### config.mk
export PLATFORM = sky130hd
export DESIGN_NAME = bchol_ram
export DESIGN_NICKNAME = d
export VERILOG_FILES = /design/src/bchol_ram.sv
export SDC_FILE = /design/constraint.sdc
export NUM_CORES = 1
export LEC_CHECK = 0
export BUFFER_PORTS_ARGS = -buffer_cell sky130_fd_sc_hd__clkbuf_2
export CORE_ASPECT_RATIO = 2
export CORE_MARGIN = 3
export CORE_UTILIZATION = 55
export DETAILED_ROUTE_END_ITERATION = 8
export HOLD_SLACK_MARGIN = 0.08
export PLACE_DENSITY = 0.71
export SLEW_MARGIN = 10
export SYNTH_ARGS = -nofsm -noshare
export SYNTH_HDL_FRONTEND = slang
export SYNTH_SLANG_ARGS = --single-unit
### constraint.sdc
create_clock -name clock -period 4 [get_ports clock]
set_input_delay 0.8 -clock clock [delete_from_list [all_inputs] [get_ports clock]]
set_output_delay 0.8 -clock clock [all_outputs]
set_load 0.05 [all_outputs]
### src/bchol_ram.sv
// ----------------------------------------------------------------------------
// bchol_ram
// Generic single-write, single-read RAM with registered read data.
// ----------------------------------------------------------------------------
module bchol_ram #(
   parameter int WIDTH = 32,
   parameter int DEPTH = 16,
   localparam int AW = (DEPTH > 1) ? $clog2(DEPTH) : 1
) (
   input  logic             clock,
   input  logic             we,
   input  logic [AW-1:0]    waddr,
   input  logic [WIDTH-1:0] wdata,
   input  logic [AW-1:0]    raddr,
   output logic [WIDTH-1:0] rdata
);

   logic [WIDTH-1:0] mem [DEPTH];

   always_ff @(posedge clock) begin
      if (we) begin
         mem[waddr] <= wdata;
      end
      rdata <= mem[raddr];
   end

endmodule

# == Yosys cells after proc, flatten, opt, wreduce, memory -nomap -nowiden ==
# Memories as Yosys holds them, arrays and structs flattened. A register that Yosys moved wholly into a read port is not among the register bits.
# Cells that the tools add are included.
# totals
ff_bits,0
in_bits,42
word_cells,3
ramBits,512
latchBits,0
output_inout_bits,32
memories,1
mem_bits_ro,0
# memory_table
name,words,word_bits,read_ports,rd_ports_with_merged_regs,write_ports,line,source
mem,16,32,1,1,1,18,logic [WIDTH-1:0] mem [DEPTH];
# op_classes
n_lt_le_gt_ge,0
bitwise_logic,0
muxes,2
n_eq_ne,0
shifts,0
n_addsub,0
mul,0
div_mod_pow,0
n_reduce_logical,0
# op_table
op,count
1-bit 2-to-1 mux,2

# == Longest topological paths before layout ==
# logic_depth
depth_word,2
ltp_mapped,5
mapped_depth_nobuf,3

# == Least setup slack after synthesis ==
# No wires, ideal clock.
# synth_path
kind,input to register
startpoint,in waddr[2]
endpoint,"mem mem[0][0], enable pin"
stages,2
path_buffers,0
t_required_ns,3.539
slack_ns,0.020
t_arrival_ns,3.518
setup_ns,0.461
cell_sequence,or3b_2 > nor3_1
# synth_lines
item,line,source
from (decl),12,"input logic [AW-1:0] waddr,"
to (decl),18,
# No word-level cell before the write port.

==> qor.log <==
INFO  power_and_ir_drop pwr-share-seq=56.2%
INFO  worst_setup_path timing.critical_path.from_type=input pin
INFO  clock_tree     cts-buffers-inserted=45
INFO  sta            achievable-frequency=466MHz
INFO  worst_setup_path flop_to_flop_setup_slack=2.62ns
INFO  die            fp.dieH=275um
INFO  logic_synthesis post_synth_instance_area=19900um^2
INFO  global_route   grt_pass1_wl=61.3mm
INFO  power_and_ir_drop switching_power=2380uW
INFO  layout         most_common_cell_after_layout_fill_and_taps_aside=sky130_fd_sc_hd__edfxtp_1
INFO  power_and_ir_drop power.leakage=0.00722uW
INFO  placed_design  count_of_placed_standard_cells_including_taps=1346
INFO  power_and_ir_drop power.clock.fraction=37.9%
INFO  global_route   antenna_found_initial=1
INFO  power_and_ir_drop p_comb_share=6.0%
INFO  clock_tree     clk_pin_slew_worst_paths=0.07ns
INFO  clock_tree     post_cts_resized=0
INFO  sta            timing.setup.tns=0ns
INFO  detailed_routing drc=0
INFO  power_and_ir_drop power-per-cell-area=508nW/um^2
INFO  logic_synthesis syn-mean-instance-area=23.7um^2
INFO  die            design.die.area=38600um^2
INFO  sta            fin_crit_sh=53.6%
INFO  global_route   grt_overflow=0
INFO  sta            final.setup_skew=0.00871ns
INFO  power_and_ir_drop netSwitchingFraction=20.8%
INFO  sta            setup_violations=0
INFO  detailed_routing routed_wirelength=40.7mm
INFO  logic_synthesis syn_nets=880
INFO  global_route   grt_pass1_vias=9589
INFO  clock_tree     post_cts_buffers=0
INFO  clock_tree     clock_insertion_delay_worst_skew=0.55ns
INFO  logic_synthesis yosys_register_bits=544
INFO  worst_setup_path path_max_fanout=36
INFO  die            effective_utilization_at_floorplan=56.2%
INFO  worst_setup_path crit_path_cell_trace=clkbuf_8, buf_4, mux4_2, a22oi_1, nand2_1
INFO  clock_tree     h-tree-depth=2
INFO  clock_tree     cts_hold_buffers=0
INFO  detailed_routing route.antenna.remaining_nets=0
INFO  layout         num-fill-cells=2281
INFO  layout         layout.cells.most_common_list=sky130_fd_sc_hd__edfxtp_1 (512), sky130_fd_sc_hd__mux4_2 (128), sky130_fd_sc_hd__clkbuf_2 (71), sky130_fd_sc_hd__a22oi_1 (64), sky130_fd_sc_hd__clkbuf_16 (45)
INFO  sta            slew_headroom=26.6%
INFO  worst_setup_path required=4.43ns
INFO  worst_setup_path worst-endpoint-arrival=2.58ns
INFO  worst_setup_path crit_slowest_cell=sky130_fd_sc_hd__mux4_2
INFO  detailed_routing routed_wire_length_per_instance=28.5um
INFO  layout         final_net_count=990
INFO  sta            timing.final.max_slew_violations=0
INFO  min_path       timing.hold.worst.class=in2reg
INFO  sta            final-hold-violation-count=0
INFO  logic_synthesis yosysUniqueCellTypes=18
INFO  die            placeableCoreArea=35300um^2
INFO  clock_tree     total_clock_sinks=544
INFO  sta            timing_worst_slew_pin_value=1.10ns
INFO  power_and_ir_drop internal_power=9030uW
INFO  global_route   pin_count_of_the_biggest_net_entering_global_routing=46
INFO  detailed_routing drt-vias-per-instance=6.36
INFO  die            io_pins=74
INFO  layout         area.growth.synth_to_final=13.1%
INFO  die            die-width=140um
INFO  logic_synthesis yosysSeqAreaShare=80.7%
INFO  power_and_ir_drop vdd_drop_max=302uV
INFO  layout         drive_above_1_share=32.3%
INFO  detailed_routing initialDrtViolationCount=1032
INFO  detailed_routing vias=9077
INFO  logic_synthesis synth-warning-count=0
INFO  clock_tree     cts.path.max_buffers=3
INFO  sta            finalWorstPathRequiredPeriod=2.15ns
INFO  worst_setup_path worst_setup_path_end_kind=register
INFO  sta            grt_setup_unrepaired=false
INFO  run            max_cap_viol_count=0
INFO  layout         final_std_cells_w_o_fill=1427
INFO  worst_setup_path cpPeakStageDelay=0.56ns
INFO  placed_design  place.detailed.hpwl=21.5mm
INFO  clock_tree     clock_tree_from_tritoncts=built
INFO  outcome        run_status=finished, final reports clean
INFO  clock_tree     clock-root-buffer=sky130_fd_sc_hd__clkbuf_16
INFO  placed_design  port_buffers=73
INFO  worst_setup_path criticalPathCategory=in2reg
INFO  logic_synthesis postSynthCellCount=838
INFO  global_route   grt.total_usage=21.6%
INFO  placed_design  gp_routability_congestion=0.724
INFO  die            rows=97
INFO  detailed_routing drt_first_pass_iters=5
-- state kept, by name, summed over array words and instances (netlist names) --
name and flops:
rdata 32, mem 512
-- kinds of logic after synthesis --
logic type	synth area share [%]
multiplexers	14.5
buffers and inverters	1.12
AND/OR/NAND/NOR	1.27
AO/OA/AOI/OAI	2.42
flip-flops	80.7
-- per-stage QoR --
| step | hold WS (ns) | power (uW) | util, % | setup slack [ns] | cell area [um^2] |
|---|---|---|---|---|---|
| 2_1_floorplan | 0.635 | 6960 | - | 0.0204 | 19900 |
| 3_3_place_gp | 0.646 | 7200 | 59.5 | 1.25 | 21000 |
| 3_5_place_dp | 0.654 | 7220 | 59.5 | 1.21 | 21000 |
| 4_1_cts | 0.623 | 11500 | 63.6 | 1.79 | 22500 |
| 5_1_grt | 0.668 | 11700 | 63.6 | 1.65 | 22500 |
| 6_report | 0.649 | 11400 | 63.6 | 1.85 | 22500 |
-- synth_stat cells --
cell / number / area [um^2]
sky130_fd_sc_hd__or3b_2: 1 / 8.76
sky130_fd_sc_hd__nor2_1: 13 / 48.8
sky130_fd_sc_hd__nor2b_1: 2 / 12.5
sky130_fd_sc_hd__buf_4: 11 / 82.6
sky130_fd_sc_hd__buf_1: 9 / 33.8
sky130_fd_sc_hd__clkbuf_1: 17 / 63.8
sky130_fd_sc_hd__and2_1: 1 / 6.26
sky130_fd_sc_hd__mux4_2: 128 / 2880
sky130_fd_sc_hd__nand2b_1: 2 / 12.5
sky130_fd_sc_hd__nand2_1: 33 / 124
sky130_fd_sc_hd__a22oi_1: 64 / 480
sky130_fd_sc_hd__dfxtp_1: 32 / 641
sky130_fd_sc_hd__nand3b_1: 2 / 15.0
sky130_fd_sc_hd__nand3_1: 1 / 5.00
sky130_fd_sc_hd__nor3_1: 4 / 20.0
sky130_fd_sc_hd__buf_6: 2 / 22.5
sky130_fd_sc_hd__edfxtp_1: 512 / 15400
sky130_fd_sc_hd__buf_2: 4 / 20.0
-- power groups by stage --
stage	Clock, uW	Sequential, uW	Combinational, uW
after floorplan	0	6660	306
final	4320	6410	682
after detailed placement	0	6530	689
after global routing	4600	6410	726
after CTS	4380	6410	692
after global placement	0	6520	679
-- critical path: cells and delay by family --
family	cells	cell delay, ns
buffers and inverters	2	0.87
muxes	1	0.56
AOI/OAI and AO/OA	1	0.25
and+or+nand+nor	1	0.07
-- final cells by class --
| class | count | area [um^2] | area share, % |
|---|---|---|---|
| clock inverters | 19 | 233 | 1.04 |
| well taps | 445 | 557 | 2.48 |
| flip-flops and latches | 544 | 16000 | 71.3 |
| clock buffers | 61 | 1200 | 5.33 |
| multi-input cells | 251 | 3750 | 16.7 |
| diodes | 1 | 2.50 | 0.0111 |
| repair buffers | 106 | 699 | 3.12 |
-- layer usage --
metal	share of wire, %	vias to the layer above	wire length, um	global-route usage, %
met5	0	-	0	0
met4	2.2	0	896	6.13
met3	7.0	59	2840	3.15
met2	53	396	21600	37.1
met1	38	4842	15300	29.3
li1	-	3780	-	-
-- final timing paths --
| path | startpoint | cells after the start | end |
|---|---|---|---|
| max | raddr[0] | 5 | rdata[9] |
| min | wdata[13] | 1 | mem[7][13] |
| max reg2reg | mem[3][31] | 3 | rdata[31] |
| min reg2reg | mem[12][23] | 3 | rdata[23] |
No activity file was read; power rests on OpenSTA's default activity.
