--- src/bchol_pkg.sv ---
// ----------------------------------------------------------------------------
// bchol_pkg
// Shared types and codes of the batched Cholesky factor-and-solve block.
// ----------------------------------------------------------------------------
package bchol_pkg;

   localparam int DATA_W = 32;

   // item opcodes
   localparam logic [2:0] OP_LOAD_M = 3'd0;
   localparam logic [2:0] OP_FACTOR = 3'd1;
   localparam logic [2:0] OP_LOAD_B = 3'd2;
   localparam logic [2:0] OP_SOLVE  = 3'd3;
   localparam logic [2:0] OP_DET    = 3'd4;

   // result status codes
   localparam logic [1:0] STS_OK       = 2'd0;
   localparam logic [1:0] STS_PIVOT    = 2'd1;
   localparam logic [1:0] STS_NOFACTOR = 2'd2;
   localparam logic [1:0] STS_SAT      = 2'd3;

   // register indexes
   localparam logic CSR_MATRIX_SIZE = 1'b0;
   localparam logic CSR_LANE_COUNT  = 1'b1;

   typedef enum logic [1:0] {
      ALU_MUL,
      ALU_SUB,
      ALU_DIV,
      ALU_SQRT
   } alu_op_type;

   typedef struct packed {
      logic       start;
      alu_op_type op;
   } alu_req_type;

   typedef struct packed {
      logic done;
      logic sat;
   } alu_rsp_type;

endpackage

--- src/bchol_alu.sv ---
// ----------------------------------------------------------------------------
// bchol_alu
// Shared fixed-point unit: rounded multiply, saturating subtract, rounded
// divide (one quotient bit per cycle) and rounded square root (one root bit
// per cycle). One operation at a time; done pulses with the result.
// ----------------------------------------------------------------------------
module bchol_alu
   import bchol_pkg::*;
#(
   parameter int FRAC_BITS = 16
) (
   input  logic                     clock,
   input  logic                     reset,
   input  alu_req_type              req,
   input  logic signed [DATA_W-1:0] a,
   input  logic signed [DATA_W-1:0] b,
   output alu_rsp_type              rsp,
   output logic signed [DATA_W-1:0] result
);

   localparam int NW   = 33 + FRAC_BITS;          // dividend width
   localparam int SW   = 32 + FRAC_BITS;          // radicand width
   localparam int SWE  = SW + (SW % 2);
   localparam int RB   = SWE / 2;                 // root bits
   localparam int RW   = RB + 2;                  // root remainder width
   localparam int CNTW = $clog2(NW + 1);

   typedef enum logic [2:0] {
      A_IDLE,
      A_MUL,
      A_DIV,
      A_DIVEND,
      A_SQRT,
      A_SQEND
   } alu_state_type;

   alu_state_type     st_ff;
   logic              done_ff;
   logic              sat_ff;
   logic signed [31:0] res_ff;
   logic signed [63:0] prod_ff;
   logic [NW-1:0]     num_ff;
   logic [31:0]       den_ff;
   logic [31:0]       drem_ff;
   logic              neg_ff;
   logic [CNTW-1:0]   cnt_ff;
   logic [SWE-1:0]    sx_ff;
   logic [RB-1:0]     root_ff;
   logic [RW-1:0]     srem_ff;

   logic signed [63:0] mul_rnd;
   logic signed [63:0] sub_diff;
   logic [32:0]        a_mag;
   logic [32:0]        b_mag;
   logic [NW-1:0]      num_init;
   logic [32:0]        drem2;
   logic [RW+1:0]      srem2;
   logic [RW+1:0]      trial;
   logic signed [NW:0] quot_s;
   logic [RB:0]        root_rnd;
   logic [32:0]        clamp_mul;
   logic [32:0]        clamp_sub;
   logic [32:0]        clamp_div;

   function automatic logic [32:0] clamp64(input logic signed [63:0] v);
      if (v > 64'sh0000_0000_7FFF_FFFF) begin
         return {1'b1, 32'h7FFF_FFFF};
      end else if (v < -64'sh0000_0000_8000_0000) begin
         return {1'b1, 32'h8000_0000};
      end
      return {1'b0, v[31:0]};
   endfunction

   always_comb begin
      mul_rnd   = (prod_ff + (64'sd1 <<< (FRAC_BITS - 1))) >>> FRAC_BITS;
      sub_diff  = 64'(a) - 64'(b);
      a_mag     = a[31] ? (33'd0 - {1'b1, a}) : {1'b0, a};
      b_mag     = b[31] ? (33'd0 - {1'b1, b}) : {1'b0, b};
      num_init  = (NW'(a_mag) << FRAC_BITS) + NW'(b_mag[32:1]);
      drem2     = {drem_ff, num_ff[NW-1]};
      srem2     = {srem_ff, sx_ff[SWE-1 -: 2]};
      trial     = (RW + 2)'({root_ff, 2'b01});
      quot_s    = neg_ff ? -$signed({1'b0, num_ff}) : $signed({1'b0, num_ff});
      root_rnd  = {1'b0, root_ff} + (RB + 1)'(srem_ff > RW'(root_ff));
      clamp_mul = clamp64(mul_rnd);
      clamp_sub = clamp64(sub_diff);
      clamp_div = clamp64(64'(quot_s));
   end

   always_ff @(posedge clock) begin
      if (reset) begin
         st_ff   <= A_IDLE;
         done_ff <= 1'b0;
      end else begin
         done_ff <= 1'b0;
         case (st_ff)
            A_IDLE: begin
               if (req.start) begin
                  case (req.op)
                     ALU_MUL: begin
                        prod_ff <= 64'(a) * 64'(b);
                        st_ff   <= A_MUL;
                     end
                     ALU_SUB: begin
                        res_ff  <= clamp_sub[31:0];
                        sat_ff  <= clamp_sub[32];
                        done_ff <= 1'b1;
                     end
                     ALU_DIV: begin
                        if (b == '0) begin
                           // divide by zero saturates toward the dividend's sign
                           res_ff  <= a[31] ? 32'sh8000_0000 : 32'sh7FFF_FFFF;
                           sat_ff  <= 1'b1;
                           done_ff <= 1'b1;
                        end else begin
                           num_ff  <= num_init;
                           den_ff  <= b_mag[31:0];
                           drem_ff <= '0;
                           neg_ff  <= a[31] ^ b[31];
                           cnt_ff  <= CNTW'(NW);
                           st_ff   <= A_DIV;
                        end
                     end
                     ALU_SQRT: begin
                        sx_ff   <= SWE'({a, FRAC_BITS'(0)});
                        root_ff <= '0;
                        srem_ff <= '0;
                        cnt_ff  <= CNTW'(RB);
                        st_ff   <= A_SQRT;
                     end
                     default: ;
                  endcase
               end
            end
            A_MUL: begin
               res_ff  <= clamp_mul[31:0];
               sat_ff  <= clamp_mul[32];
               done_ff <= 1'b1;
               st_ff   <= A_IDLE;
            end
            A_DIV: begin
               if (drem2 >= {1'b0, den_ff}) begin
                  drem_ff <= 32'(drem2 - {1'b0, den_ff});
                  num_ff  <= {num_ff[NW-2:0], 1'b1};
               end else begin
                  drem_ff <= drem2[31:0];
                  num_ff  <= {num_ff[NW-2:0], 1'b0};
               end
               cnt_ff <= cnt_ff - CNTW'(1);
               if (cnt_ff == CNTW'(1)) begin
                  st_ff <= A_DIVEND;
               end
            end
            A_DIVEND: begin
               res_ff  <= clamp_div[31:0];
               sat_ff  <= clamp_div[32];
               done_ff <= 1'b1;
               st_ff   <= A_IDLE;
            end
            A_SQRT: begin
               if (srem2 >= trial) begin
                  srem_ff <= RW'(srem2 - trial);
                  root_ff <= {root_ff[RB-2:0], 1'b1};
               end else begin
                  srem_ff <= RW'(srem2);
                  root_ff <= {root_ff[RB-2:0], 1'b0};
               end
               sx_ff  <= sx_ff << 2;
               cnt_ff <= cnt_ff - CNTW'(1);
               if (cnt_ff == CNTW'(1)) begin
                  st_ff <= A_SQEND;
               end
            end
            A_SQEND: begin
               res_ff  <= 32'(root_rnd);
               sat_ff  <= 1'b0;
               done_ff <= 1'b1;
               st_ff   <= A_IDLE;
            end
            default: st_ff <= A_IDLE;
         endcase
      end
   end

   assign rsp.done = done_ff;
   assign rsp.sat  = sat_ff;
   assign result   = res_ff;

endmodule

--- config.mk ---
export PLATFORM = sky130hd
export DESIGN_NAME = bchol_alu
export DESIGN_NICKNAME = d
export VERILOG_FILES = /design/src/bchol_pkg.sv /design/src/bchol_alu.sv
export SDC_FILE = /design/constraint.sdc
export NUM_CORES = 2
export LEC_CHECK = 0
export BUFFER_PORTS_ARGS = -buffer_cell sky130_fd_sc_hd__buf_4
export CORE_ASPECT_RATIO = 0.6
export CORE_MARGIN = 2
export CORE_UTILIZATION = 65
export DETAILED_ROUTE_END_ITERATION = 8
export PLACE_DENSITY_LB_ADDON = 0.3
export SYNTH_ARGS = -nofsm -noshare
export SYNTH_HDL_FRONTEND = slang
export SYNTH_SLANG_ARGS = --single-unit
--- constraint.sdc ---
create_clock -name clock -period 27.2 [get_ports clock]
set_input_delay 2.72 -clock clock [delete_from_list [all_inputs] [get_ports clock]]
set_output_delay 2.72 -clock clock [all_outputs]
set_load 0.1 [all_outputs]
-- Word level (Yosys, flattened, before mapping)
Index checks and enable logic that the tools add are counted.
- bits of input ports: 69
- output and inout port bits: 34
- logic and storage cells: 134
- register bits: 319
- bitwise gates (word level): 3
- multipliers: 1
- add/subtract/negate cells: 10
- equal/unequal tests: 20
- reductions and logical operators: 16
- muxes and demuxes: 62
- magnitude comparators: 9
- operators with widths (cell ; number):
    $mux W33 ; 11
    $mux W32 ; 7
    $mux W49 ; 3
    $pmux W32 S2 ; 2
    $pmux W32 S4 ; 1
    $pmux W49 S2 ; 1
    $mux W48 ; 2
    $pmux W48 S2 ; 1
    $mux W26 ; 3
    $sub A1 B33 Y33 const A ; 2
    $add A64 B17 Y64 const B ; 1
    $mul A32 B32 Y64 ; 1
    $pmux W26 S2 ; 1
    $gt A50 B32 Y1 const B ; 1
    $lt A50 B32 Y1 const B ; 1
    $mux W50 ; 1
    $neg A49 Y50 ; 1
    $add A49 B32 Y49 ; 1
    $gt A48 B32 Y1 const B ; 1
    $lt A48 B32 Y1 const B ; 1
    $mux W24 ; 2
    $pmux W24 S2 ; 1
    $ge A33 B32 Y1 ; 1
    $gt A33 B32 Y1 const B ; 1
    37 further kinds ; 73

-- Depth between registers and ports, before layout
- depth after elaboration: 8
- mapped depth: 31
- depth with buffers taken out: 29

-- Worst setup path after synthesis
Ideal clock, no wire load.
- path kind: input port to flip-flop
- start point: input port reset
- end point: register root_ff[0] (enable)
- data arrival time: 10708 ps
- cell stages on the path: 2
- data required time: 26476 ps
- buffers on the path: 1
- slack: 15768 ps
- cell sequence: buf_1 nor4_1
- longest elaborated chain between the ends: 2
- ends and longest elaborated chain (element ; RTL line ; source):
    from (decl) ; bchol_alu.sv:13 ; input logic reset,
    $not A1 Y1 (no source line) ; -- ;
    $reduce_and A4 Y1 (no source line) ; -- ;
    to (signal assigned) ; bchol_alu.sv:163 ; root_ff <= {root_ff[RB-2:0], 1'b1};
    to (signal assigned) ; bchol_alu.sv:166 ; root_ff <= {root_ff[RB-2:0], 1'b0};
    to (decl) ; bchol_alu.sv:48 ; logic [RB-1:0] root_ff;
Every way passes these cells.
A chain may end at the register's enable or synchronous reset.

-- Final worst setup path
- start point: input port a[31]
- end point: register prod_ff[63], data pin
- longest elaborated chain between the ends: 1
- ends and longest elaborated chain (element ; RTL line ; source):
    from (decl) ; bchol_alu.sv:15 ; input logic signed [DATA_W-1:0] a,
    $mul A32 B32 Y64 ; bchol_alu.sv:101 ; prod_ff <= 64'(a) * 64'(b);
    to (signal assigned) ; bchol_alu.sv:101 ;
    to (decl) ; bchol_alu.sv:41 ; logic signed [63:0] prod_ff;
Every way passes these cells.

==> results.cfg <==
[status]
status = finished clean

[timing]
hold_violations = 0
setup_viol_count_final = 0
slew_violations = 0
finalSetupTns_ns = 0
worstMarginPinSlew_ns = 1.19
relSlewSlack = 0.201
grt_setup_unrepaired = no
finClkSkew_ns = 0.0331
min_period_over_period = 0.420
period_minus_slack_ns = 11.42
fmax_mhz = 87.5

[floorplanning]
fp.dieW_um = 389
start_util = 0.659
die_h_um = 235
coreArea_um2 = 87900
io-pin-count = 103
rows = 84
die_area_um2 = 91500

[logic_synthesis]
synth_compound_area_frac = 0.0801
syn_area_per_cell_um2 = 9.06
synthXorXnorAreaFrac = 0.0486
ys_seq_elements = 288
yosys-top-cells-count = inv_1 (1319), fa_1 (1084), nand2_1 (732), and2_1 (460), nor2_1 (378)
synth_edf_count = 284
synthTopCellsByArea = fa_1 (37%), edfxtp_1 (15%), inv_1 (8.6%)
syn_inst = 6387
yosysTopAreaCell = fa_1
yosysWarnings = 0
async_flop_share = 0
synth-main-ff-cell = edfxtp_1
yosys.cell_types.count = 76
synth_top_family_by_area = adder cells
syn_area_um2 = 57900
synth_most_common_cell = inv_1
syn_nets = 7871
netlist.area_leader.share = 0.375
synthAdderAreaFrac = 0.447
synthMuxAreaShare = 0.00610
ys_seq_area_frac = 0.149
yosys.area_share.simple = 0.163

[clock_network]
cts_resized = 0
cts-htree-levels = 1
post_cts_buffers = 0
root_buffer = clkbuf_16
cts.sinks = 288
cts_inserted_buffers = 28
cts_tree = done
cts_hold_buf = 0
clkTransAtPathRegs_ns = 0.07
clk_path_buf_depth = 3
clk_latency_ns = 0.61

[grt]
grt_pass1_wl_mm = 276
antenna_found_initial = 7
grt_pass1_vias = 46300
overflow = 0
grt_usage = 0.400
grt_max_degree = 83

[worst_hold_path]
hp-class = reg -> reg

[placed_design]
gp_congestion = 1.05
portBuffers = 102
hpwl_mm = 134

[routing]
first_pass_iters = 8
post_drt_wl_per_cell_um = 24.0
wl_met2_mm = 70.0
route.layer.met1.wl_mm = 71.5
dr_wl_met3_mm = 29.3
drtAntennaViolNets = 0
routed.top_layer = met4
via_per_inst = 6.12
route.detailed.drc = 0
vias = 45400
drt_iter0_drc = 5447
wirelength_mm = 178

[critical_path]
setup.worst_path.end_class = flip-flop
critPathKind = in -> reg
cp_max_fo = 52
cp.required_ns = 27.56
cp.arrival_ns = 11.78
startpoint_type = input port

[job]
max-cap-violations = 0

[cells_and_area]
synthToLayoutAreaGrowth_pct = 3.86
fillers = 6840
drive_gt1_frac = 0.0349
nets = 7711
[final timing paths]
check | depth (start not counted) | from | end | slack [ns]
setup / recovery | 25 | a[31] | prod_ff[63] | 15.78
hold / removal | 2 | sx_ff[38] | sx_ff[40] | 0.51
setup reg to reg | 11 | num_ff[16] | result[29] | 21.55
hold reg to reg | 2 | sx_ff[38] | sx_ff[40] | 0.51
[metrics by stage]
step                      cell area, um2  setup slack [ns]  hold WS (ns)  instances  utilization
after CTS                          60100             15.82         0.514       7409        0.684
after global routing               60100             15.25         0.522       7412        0.684
after detailed placement           59100             15.23         0.496       7358        0.673
after global placement             59100             15.38         0.485       7358        0.673
after floorplan                    57900             15.77         0.484       6387            -
final                              60100             15.78         0.514       7414        0.684
[placed cells by master, fill, tap and decap left out, drive strengths merged, types with 21 or more instances in the layout]
master,n
inv,1323
fa,1084
nand2,732
and2,460
nor2,378
ha,331
edfxtp,284
xnor2,233
a21oi,190
o21ai,183
buf,128
xor2,88
nand3,86
a21o,86
nor3,53
nand4,37
o31ai,37
and3,37
clkbuf,35
nand2b,34
mux2i,33
a32oi,29
a211oi,27
nor2b,27
or3,27
nor4,26
o21a,23
a31oi,21
o21bai,21
[layout make-up]
type / instances / area (um2) / area share
well taps: 1161 / 1450 / 0.0242
repair buffers: 128 / 961 / 0.0160
clock inverters: 16 / 210 / 0.00350
inverters: 1322 / 4960 / 0.0826
multi-input cells: 4459 / 43100 / 0.718
clock buffers: 35 / 768 / 0.0128
flip-flops and latches: 288 / 8610 / 0.143
diodes: 5 / 12.5 / 0.000208
[logic make-up after synthesis]
logic type / Yosys count
compound gates: 725
xor+xnor: 321
fa+ha+maj: 1415
buf+inv: 1640
flops: 288
mux: 35
other cells: 1
simple gates: 1962
[worst max-delay path, stage by stage]
cell	delay, ns
buf_4	0.56
inv_1	0.11
buf_4	0.30
nor2_1	0.22
fa_1	0.42
inv_1	0.29
fa_1	0.49
inv_1	0.27
fa_1	0.52
fa_1	1.03
inv_1	0.54
fa_1	0.67
inv_1	0.05
fa_1	0.47
inv_1	0.06
fa_1	0.50
fa_1	0.52
inv_1	0.05
ha_1	0.36
a21o_1	0.23
or2_2	0.31
a311oi_1	0.26
o21ai_0	0.27
a311oi_1	0.39
xnor2_1	0.09
[routing by layer]
metal	vias up	global-route usage
met3	385	0.152
met1	22500	0.592
met2	3043	0.540
met4	0	0.128
li1	19400	-
met5	-	0
[registers in the layout, summed over array words and instances, names as in the netlist]
register,cells
cnt_ff,6
srem_ff,26
st_ff,3
prod_ff,49
root_ff,24
neg_ff,1
result,32
done_ff,1
drem_ff,32
sat_ff,1
num_ff,49
sx_ff,32
den_ff,32
Power is left out: the tool's default activity adds up to more than one toggle a clock period on the data nets, which glitch-free logic cannot reach.
